### config.mk
export PLATFORM = sky130hd
export DESIGN_NAME = encoder_period_speed_meter_unit
export DESIGN_NICKNAME = d
export VERILOG_FILES = /design/src/rtl/epsm_pkg.sv /design/src/rtl/encoder_period_speed_meter_unit.sv /design/src/rtl/epsm_divider.sv
export VERILOG_INCLUDE_DIRS = /design/src /design/src/rtl
export SDC_FILE = /design/constraint.sdc
export NUM_CORES = 1
export LEC_CHECK = 0
export ABC_AREA = 1
export BUFFER_PORTS_ARGS = -buffer_cell sky130_fd_sc_hd__buf_4
export CAP_MARGIN = 10
export CORE_MARGIN = 3
export CORE_UTILIZATION = 40
export CTS_BUF_LIST = sky130_fd_sc_hd__clkbuf_8
export DETAILED_ROUTE_END_ITERATION = 16
export PLACE_DENSITY = 0.61
export SLEW_MARGIN = 10
export SYNTH_ARGS = -nofsm -noshare
export SYNTH_HDL_FRONTEND = slang
export SYNTH_SLANG_ARGS = --single-unit
### constraint.sdc
create_clock -name clock -period 2.8 [get_ports clock]
set_input_delay 0.84 -clock clock [delete_from_list [all_inputs] [get_ports clock]]
set_output_delay 0.84 -clock clock [all_outputs]
set_load 0.01 [all_outputs]
### src/rtl/encoder_period_speed_meter_unit_macros.svh
// Assertion helpers shared by the speed meter RTL.
// Both sample on the rising edge of clock and are held off during reset.
`ifndef ENCODER_PERIOD_SPEED_METER_UNIT_MACROS_SVH
`define ENCODER_PERIOD_SPEED_METER_UNIT_MACROS_SVH

// Same-cycle implication.
`define EPSM_ASSERT_IMP(label, cond, prop) \
   label: assert property (@(posedge clock) disable iff (reset) (cond) |-> (prop)) \
      else $error("speed meter check failed");

// Next-cycle implication.
`define EPSM_ASSERT_NEXT(label, cond, prop) \
   label: assert property (@(posedge clock) disable iff (reset) (cond) |=> (prop)) \
      else $error("speed meter check failed");

`endif

### src/rtl/epsm_pkg.sv
`default_nettype none
package epsm_pkg;

   // Default width of the free-running tick counter
   localparam int COUNT_WIDTH_DEF = 16;

   // Fixed field widths
   localparam int CAPTURE_WIDTH  = 16;
   localparam int PERIOD_WIDTH   = 16;
   localparam int SPEED_WIDTH    = 16;
   localparam int COEF_WIDTH     = 32;
   localparam int MODE_WIDTH     = 2;

   // Divider geometry: one quotient bit per step
   localparam int DIVIDEND_WIDTH = COEF_WIDTH;
   localparam int DIVISOR_WIDTH  = PERIOD_WIDTH;
   localparam int DIV_STEPS      = DIVIDEND_WIDTH;
   localparam int DIV_CNT_WIDTH  = $clog2(DIV_STEPS + 1);

   localparam logic [PERIOD_WIDTH-1:0] STOP_PERIOD = 16'hFFFF;
   localparam logic [SPEED_WIDTH-1:0]  SPEED_MAX   = 16'hFFFF;
   localparam logic [COEF_WIDTH-1:0]   COEF_RESET  = 32'd40000;

   // Item kinds
   localparam logic ACT_WRAP = 1'b0;
   localparam logic ACT_EDGE = 1'b1;

   typedef enum logic [MODE_WIDTH-1:0] {
      MODE_NORMAL   = 2'd0,
      MODE_ONE_WRAP = 2'd1,
      MODE_STOPPED  = 2'd2
   } mode_type;

   typedef enum logic [1:0] {
      ST_IDLE,
      ST_DIVIDE,
      ST_FLUSH
   } state_type;

   typedef struct packed {
      logic                     action;
      logic [CAPTURE_WIDTH-1:0] captured_count;
   } req_type;

   typedef struct packed {
      logic [PERIOD_WIDTH-1:0] period_out;
      logic [SPEED_WIDTH-1:0]  speed;
      logic [MODE_WIDTH-1:0]   mode_out;
   } rsp_type;

   typedef struct packed {
      logic busy;
      logic done;
   } div_status_type;

endpackage
`default_nettype wire

### src/rtl/encoder_period_speed_meter_unit.sv
// Encoder period speed meter.
// req channel: one word per event, action 0 for a tick counter wrap and
// action 1 for an encoder edge carrying the captured tick count. Every word
// gives exactly one rsp word: the current period, the speed (coefficient
// divided by period, truncated, saturated to 65535) and the measuring mode.
// csr channel: writes the 32-bit speed coefficient; taken only while idle.
// Timing: one word at a time. After acceptance a bit-serial restoring divider
// produces the 32-bit quotient one bit per cycle; the result is registered
// into the speed register and then the output register, where rsp_valid
// rises, and the next word is accepted once the sequencer is back in idle.
// req_stall stays high while a word is in work.
// Stall: if rsp_stall holds the previous word, the finished result waits in
// the block until the output register frees, and req_stall stays high.
// Reset: mode stopped, period 65535, last capture 0, coefficient 40000,
// no rsp word pending.
`default_nettype none
`include "encoder_period_speed_meter_unit_macros.svh"
module encoder_period_speed_meter_unit #(
   parameter int COUNT_WIDTH = epsm_pkg::COUNT_WIDTH_DEF
) (
   input  wire logic                             clock,
   input  wire logic                             reset,
   input  wire logic                             req_valid,
   output logic                                  req_stall,
   input  wire epsm_pkg::req_type                req_data,
   output logic                                  rsp_valid,
   input  wire logic                             rsp_stall,
   output epsm_pkg::rsp_type                     rsp_data,
   input  wire logic                             csr_valid,
   output logic                                  csr_ready,
   input  wire logic [epsm_pkg::COEF_WIDTH-1:0]  csr_data
);
   import epsm_pkg::*;

   localparam int DIFF_WIDTH = (COUNT_WIDTH > PERIOD_WIDTH) ? COUNT_WIDTH : PERIOD_WIDTH;

   state_type                state_ff, state_in;
   mode_type                 mode_ff, mode_in;
   logic [COUNT_WIDTH-1:0]   last_ff, last_in;
   logic [PERIOD_WIDTH-1:0]  period_ff, period_in;
   logic [SPEED_WIDTH-1:0]   speed_ff;
   logic [COEF_WIDTH-1:0]    coef_ff;
   logic                     rsp_valid_ff, rsp_valid_in;
   rsp_type                  rsp_data_ff;

   logic                     req_accept;
   logic                     rsp_free;
   logic                     div_start;
   logic                     speed_load;
   logic                     rsp_load;
   logic [COUNT_WIDTH-1:0]   now;
   logic [COUNT_WIDTH-1:0]   diff;
   logic [DIFF_WIDTH-1:0]    diff_ext;
   logic [PERIOD_WIDTH-1:0]  diff_sat;
   div_status_type           div_status;
   logic [SPEED_WIDTH-1:0]   div_quotient;

   assign req_accept = req_valid && !req_stall;
   assign rsp_free   = !rsp_valid_ff || !rsp_stall;

   // Modular capture difference, clamped to the stop value
   always_comb begin
      now      = COUNT_WIDTH'(req_data.captured_count);
      diff     = now - last_ff;
      diff_ext = DIFF_WIDTH'(diff);
      diff_sat = (diff_ext > DIFF_WIDTH'(STOP_PERIOD)) ? STOP_PERIOD
                                                      : diff_ext[PERIOD_WIDTH-1:0];
   end

   // Track mode and period for the accepted word
   always_comb begin
      mode_in   = mode_ff;
      period_in = period_ff;
      last_in   = last_ff;
      if (req_data.action == ACT_WRAP) begin
         unique case (mode_ff)
            MODE_NORMAL: mode_in = MODE_ONE_WRAP;
            MODE_ONE_WRAP: begin
               mode_in   = MODE_STOPPED;
               period_in = STOP_PERIOD;
            end
            default: mode_in = mode_ff;
         endcase
      end else begin
         unique case (mode_ff)
            MODE_NORMAL: period_in = diff_sat;
            MODE_ONE_WRAP: period_in = (now < last_ff) ? diff_sat : STOP_PERIOD;
            default: period_in = period_ff;
         endcase
         mode_in = MODE_NORMAL;
         last_in = now;
      end
   end

   // Next state
   always_comb begin
      state_in = state_ff;
      unique case (state_ff)
         ST_IDLE:   if (req_accept) state_in = ST_DIVIDE;
         ST_DIVIDE: if (div_status.done) state_in = ST_FLUSH;
         ST_FLUSH:  if (rsp_free) state_in = ST_IDLE;
         default:   state_in = ST_IDLE;
      endcase
   end

   // State outputs
   always_comb begin
      req_stall  = 1'b1;
      csr_ready  = 1'b0;
      div_start  = 1'b0;
      speed_load = 1'b0;
      rsp_load   = 1'b0;
      unique case (state_ff)
         ST_IDLE: begin
            req_stall = 1'b0;
            csr_ready = 1'b1;
            div_start = req_valid;
         end
         ST_DIVIDE: speed_load = div_status.done;
         ST_FLUSH:  rsp_load   = rsp_free;
         default:   req_stall  = 1'b1;
      endcase
   end

   // Hold or drop the output word
   always_comb begin
      rsp_valid_in = rsp_valid_ff;
      if (rsp_load) begin
         rsp_valid_in = 1'b1;
      end else if (rsp_valid_ff && !rsp_stall) begin
         rsp_valid_in = 1'b0;
      end
   end

   always_ff @(posedge clock) begin
      if (reset) begin
         state_ff     <= ST_IDLE;
         mode_ff      <= MODE_STOPPED;
         last_ff      <= '0;
         period_ff    <= STOP_PERIOD;
         coef_ff      <= COEF_RESET;
         rsp_valid_ff <= 1'b0;
      end else begin
         state_ff     <= state_in;
         rsp_valid_ff <= rsp_valid_in;
         if (req_accept) begin
            mode_ff   <= mode_in;
            last_ff   <= last_in;
            period_ff <= period_in;
         end
         if (csr_valid && csr_ready) begin
            coef_ff <= csr_data;
         end
      end
      if (speed_load) begin
         speed_ff <= div_quotient;
      end
      if (rsp_load) begin
         rsp_data_ff.period_out <= period_ff;
         rsp_data_ff.speed      <= speed_ff;
         rsp_data_ff.mode_out   <= mode_ff;
      end
   end

   epsm_divider u_divider (
      .clock    (clock),
      .reset    (reset),
      .start    (div_start),
      .dividend (coef_ff),
      .divisor  (period_in),
      .status   (div_status),
      .quotient (div_quotient)
   );

   assign rsp_valid = rsp_valid_ff;
   assign rsp_data  = rsp_data_ff;

   // An accepted word always launches the divider
   `EPSM_ASSERT_NEXT(a_accept_starts_div, req_accept, div_status.busy)
   // The divider only finishes while the sequencer waits for it
   `EPSM_ASSERT_IMP(a_done_in_divide, div_status.done, state_ff == ST_DIVIDE)
   // A taken word is not shown again unless a new one is loaded
   `EPSM_ASSERT_NEXT(a_no_repeat, rsp_valid_ff && !rsp_stall && state_ff != ST_FLUSH,
                     !rsp_valid_ff)

endmodule
`default_nettype wire

### src/rtl/epsm_divider.sv
`default_nettype none
module epsm_divider (
   input  wire logic                                 clock,
   input  wire logic                                 reset,
   input  wire logic                                 start,
   input  wire logic [epsm_pkg::DIVIDEND_WIDTH-1:0]  dividend,
   input  wire logic [epsm_pkg::DIVISOR_WIDTH-1:0]   divisor,
   output epsm_pkg::div_status_type                  status,
   output logic      [epsm_pkg::SPEED_WIDTH-1:0]     quotient
);
   import epsm_pkg::*;

   logic                      busy_ff, busy_in;
   logic                      done_ff, done_in;
   logic [DIV_CNT_WIDTH-1:0]  count_ff, count_in;
   logic [DIVISOR_WIDTH-1:0]  rem_ff, rem_in;
   logic [DIVIDEND_WIDTH-1:0] quo_ff, quo_in;
   logic [DIVISOR_WIDTH-1:0]  div_ff, div_in;
   logic [DIVISOR_WIDTH:0]    trial;
   logic [DIVISOR_WIDTH:0]    diff;
   logic                      fits;

   // Restoring step: shift in next dividend bit, subtract if it fits.
   // A zero divisor always fits, so the quotient comes out all ones.
   always_comb begin
      trial = {rem_ff, quo_ff[DIVIDEND_WIDTH-1]};
      diff  = trial - {1'b0, div_ff};
      fits  = (trial >= {1'b0, div_ff});
   end

   // Sequence the steps
   always_comb begin
      busy_in  = busy_ff;
      done_in  = 1'b0;
      count_in = count_ff;
      rem_in   = rem_ff;
      quo_in   = quo_ff;
      div_in   = div_ff;
      if (start) begin
         busy_in  = 1'b1;
         count_in = DIV_CNT_WIDTH'(DIV_STEPS);
         rem_in   = '0;
         quo_in   = dividend;
         div_in   = divisor;
      end else if (busy_ff) begin
         rem_in   = fits ? diff[DIVISOR_WIDTH-1:0] : trial[DIVISOR_WIDTH-1:0];
         quo_in   = {quo_ff[DIVIDEND_WIDTH-2:0], fits};
         count_in = count_ff - 1'b1;
         if (count_ff == DIV_CNT_WIDTH'(1)) begin
            busy_in = 1'b0;
            done_in = 1'b1;
         end
      end
   end

   always_ff @(posedge clock) begin
      if (reset) begin
         busy_ff  <= 1'b0;
         done_ff  <= 1'b0;
         count_ff <= '0;
      end else begin
         busy_ff  <= busy_in;
         done_ff  <= done_in;
         count_ff <= count_in;
      end
      rem_ff <= rem_in;
      quo_ff <= quo_in;
      div_ff <= div_in;
   end

   // Saturate quotients that do not fit the speed field
   assign quotient    = (|quo_ff[DIVIDEND_WIDTH-1:SPEED_WIDTH]) ? SPEED_MAX
                                                               : quo_ff[SPEED_WIDTH-1:0];
   assign status.busy = busy_ff;
   assign status.done = done_ff;

endmodule
`default_nettype wire

==> run summary <==
Outcome - completed
FFs w/ async S/R, synth - 0%
Max-slew violation count - 0
Mapped cell area - 9320 um^2
Remaining global-route overflow - 0
Critical-path cell list - buf_4 -> inv_1 -> ha_1 -> fa_1 -> inv_1 -> nand3_1 -> nand2_2 -> nand2_1 -> nand2_2 -> nand2_2 -> nand2_2 -> nand2_4 -> nand3_1 -> nand2_1 -> a21boi_0
Placeable Area - 22800 um^2
PwrDens - 571 nW/um^2
Die area - 25200 um^2
Slowest stage cell, crit path - fa_1
Nets - 1295
Max rail drop VDD - 0.299 mV
Largest net degree at the start of global routing - 83
PortBufs - 90
Post-Syn Nets - 1210
Crit Path Class - in2reg
CP endpoint kind - flop
Routing usage on met2 - 27.9%
Yosys cell types - 45
CP Data Arrival Time - 2620 ps
DP Worst Slack - 1.22 ps
Vias in the first global route - 6810
Clock transition at path regs - 120 ps
EDFF count, synth - 98
Final setup skew - 21.9 ps
GR peak layer - met2
Total CTS buffers - 17
Post-Synthesis Cells - 1119
Top post-synthesis cells by count - 262 x nand2_1, 152 x inv_1, 104 x nor2_1
Main synth FF type - edfxtp_1
Achievable frequency - 436 MHz
Buf+Inv Stages, Crit Path - 3
Total Routing Usage GR - 17.7%
Via count - 7266
Die width - 159 um
CP top delay family - simple AND/OR/NAND/NOR gates
LEAKAGE - 4.84 nW
First-pass GRT wire length - 35000 um
Clock period minus worst slack - 2290 ps
Final setup violating endpoints - 0
R2R setup slack - 560 ps
Met3 Use GR - 2.66%
Vias per cell - 4.75
CTS root buf - clkbuf_8
Number of cell rows - 55
Gpl congestion - 0.908
Slew headroom - 29.6%
Worst path max stage delay - 370 ps
CP most frequent cell - nand2_2
Post-synth top area share - 31.6%
Antenna cell count - 0
Sinks on Clock Net - 191
Setup Buffers After CTS - 0
Clk Latency, worst-skew pair - 500 ps
Die Span Y - 159 um
Final WL - 21400 um
CP required - 3130 ps
CTS tree - built
Detailed Routing Iterations Pass 1 - 5
Initial DRC count - 473
GR Layer Usage met1 - 25.2%
Post-synthesis sequential element count - 191
Sequential area share after synthesis - 51.5%
Initial antenna violation count - 0
Wire per inst - 14.0 um
IO Count - 91
Antenna-violating nets left - 0
RSZ-0062 raised after global routing - no
Layout area overhead - 15.8%
Clock buffer depth - 2
Post-cts sizing count - 0
Dpl hpwl - 15200 um
Final Hold Vio Count - 0
Synth Warn # - 0
Fin crit share - 81.9%
Worst Tran Pin Value - 1050 ps
Fraction of layout cells with a size suffix above 1 - 13.8%
Largest area contributor in the netlist - edfxtp_1
Top-count cell post-synth - nand2_1
Setup TNS - 0 ps
Critical path peak fanout - 15
Worst min path class - reg2reg
Initial Util - 40.9%
Synthesized area per cell - 8.33 um^2
CTS Hold Bufs - 0
Top cells by area, synth - edfxtp_1 32%, dfxtp_1 20%, nand2_1 11%
Startpoint types - primary input
Max H-tree Level - 4
Setup WS post-layout - 507 ps
DRC Markers - 0
Maximum capacitance violations - 0
## registers in the layout, summed over array words and instances, names as in the netlist, 6 cells and up
signal and count:
coef_ff 32, last_ff 16, period_ff 16, rsp_data 34, speed_ff 16, u_divider.count_ff 6
u_divider.div_ff 16, u_divider.quo_ff 32, u_divider.rem_ff 16
## where the power goes
part           switching [W]  internal [W]  leakage [nW]
Clock                0.00125      0.000724         0.214
Sequential         0.0000853       0.00316          1.69
Combinational       0.000606      0.000340          2.93
Total                0.00194       0.00422          4.84
## kinds of logic (layout without fill, tap and decap cells)
| family | after synthesis | in the layout | synth area share, % |
|---|---|---|---|
| simple gates | 502 | 502 | 23.3 |
| compound gates | 183 | 183 | 10.6 |
| buf+inv | 192 | 290 | 8.09 |
| flops | 191 | 191 | 51.5 |
| fa+ha+maj | 37 | 37 | 5.13 |
| xor+xnor | 14 | 14 | 1.32 |
## metal layers
metal,up-vias,wire length [um]
met1,3310,10500
met5,-,0
met2,118,9810
li1,3811,-
met3,27,697
met4,0,368
## worst register-to-register path, cell delays in order, from the launching register on
cell and delay, ps:
edfxtp_1 390, inv_1 100, ha_1 280, a21oi_1 150, nand2_1 100, nand2_1 130
nand3_2 120, nand3_1 110, nand2_2 90, nand2_4 210, nand2_4 210, nand2_1 110
nand2_1 50, o21ai_0 130
## metrics by stage
| stage | hold WS (ps) | std cells | instance area, um^2 | utilization, % | power, W |
|---|---|---|---|---|---|
| global placement | 403 | 1498 | 10300 | 45.4 | 0.00425 |
| floorplan | 400 | 1119 | 9330 | - | 0.00395 |
| global route | 445 | 1530 | 10800 | 47.4 | 0.00651 |
| finish | 420 | 1530 | 10800 | 47.4 | 0.00616 |
| detailed placement | 405 | 1498 | 10300 | 45.4 | 0.00426 |
| CTS | 423 | 1530 | 10800 | 47.4 | 0.00623 |
## cell type report
cell class	count	area [um^2]
fill	2290	12000
sequential	191	4800
multi-input combinational	736	3770
timing repair buffer	103	798
inverter	155	582
tap	313	392
clock buffer	17	234
clock inverter	15	210
## layout by cell type, fill, tap and decap left out, types with 8 or more instances in the layout
master and count:
dfxtp_1 93, nor2_1 103, ha_1 35, inv_1 152, nand2_1 262, edfxtp_1 98
nand4_1 9, clkbuf_8 17, xnor2_1 8, or2_2 8, nand2_2 8, nand3b_1 15
buf_4 101, o21ai_0 84, a21oi_1 77, nand3_1 73
## worst paths after layout
| check | startpoint | to | cells after the start |
|---|---|---|---|
| worst min register to register | speed_ff[2] | rsp_data[4] | 0 |
| worst max-delay path | req_data[0] | u_divider.div_ff[15] | 15 |
| worst min-delay path | speed_ff[2] | rsp_data[4] | 0 |
| worst max register to register | u_divider.div_ff[2] | u_divider.rem_ff[6] | 13 |
No activity file was read; power rests on OpenSTA's default activity.
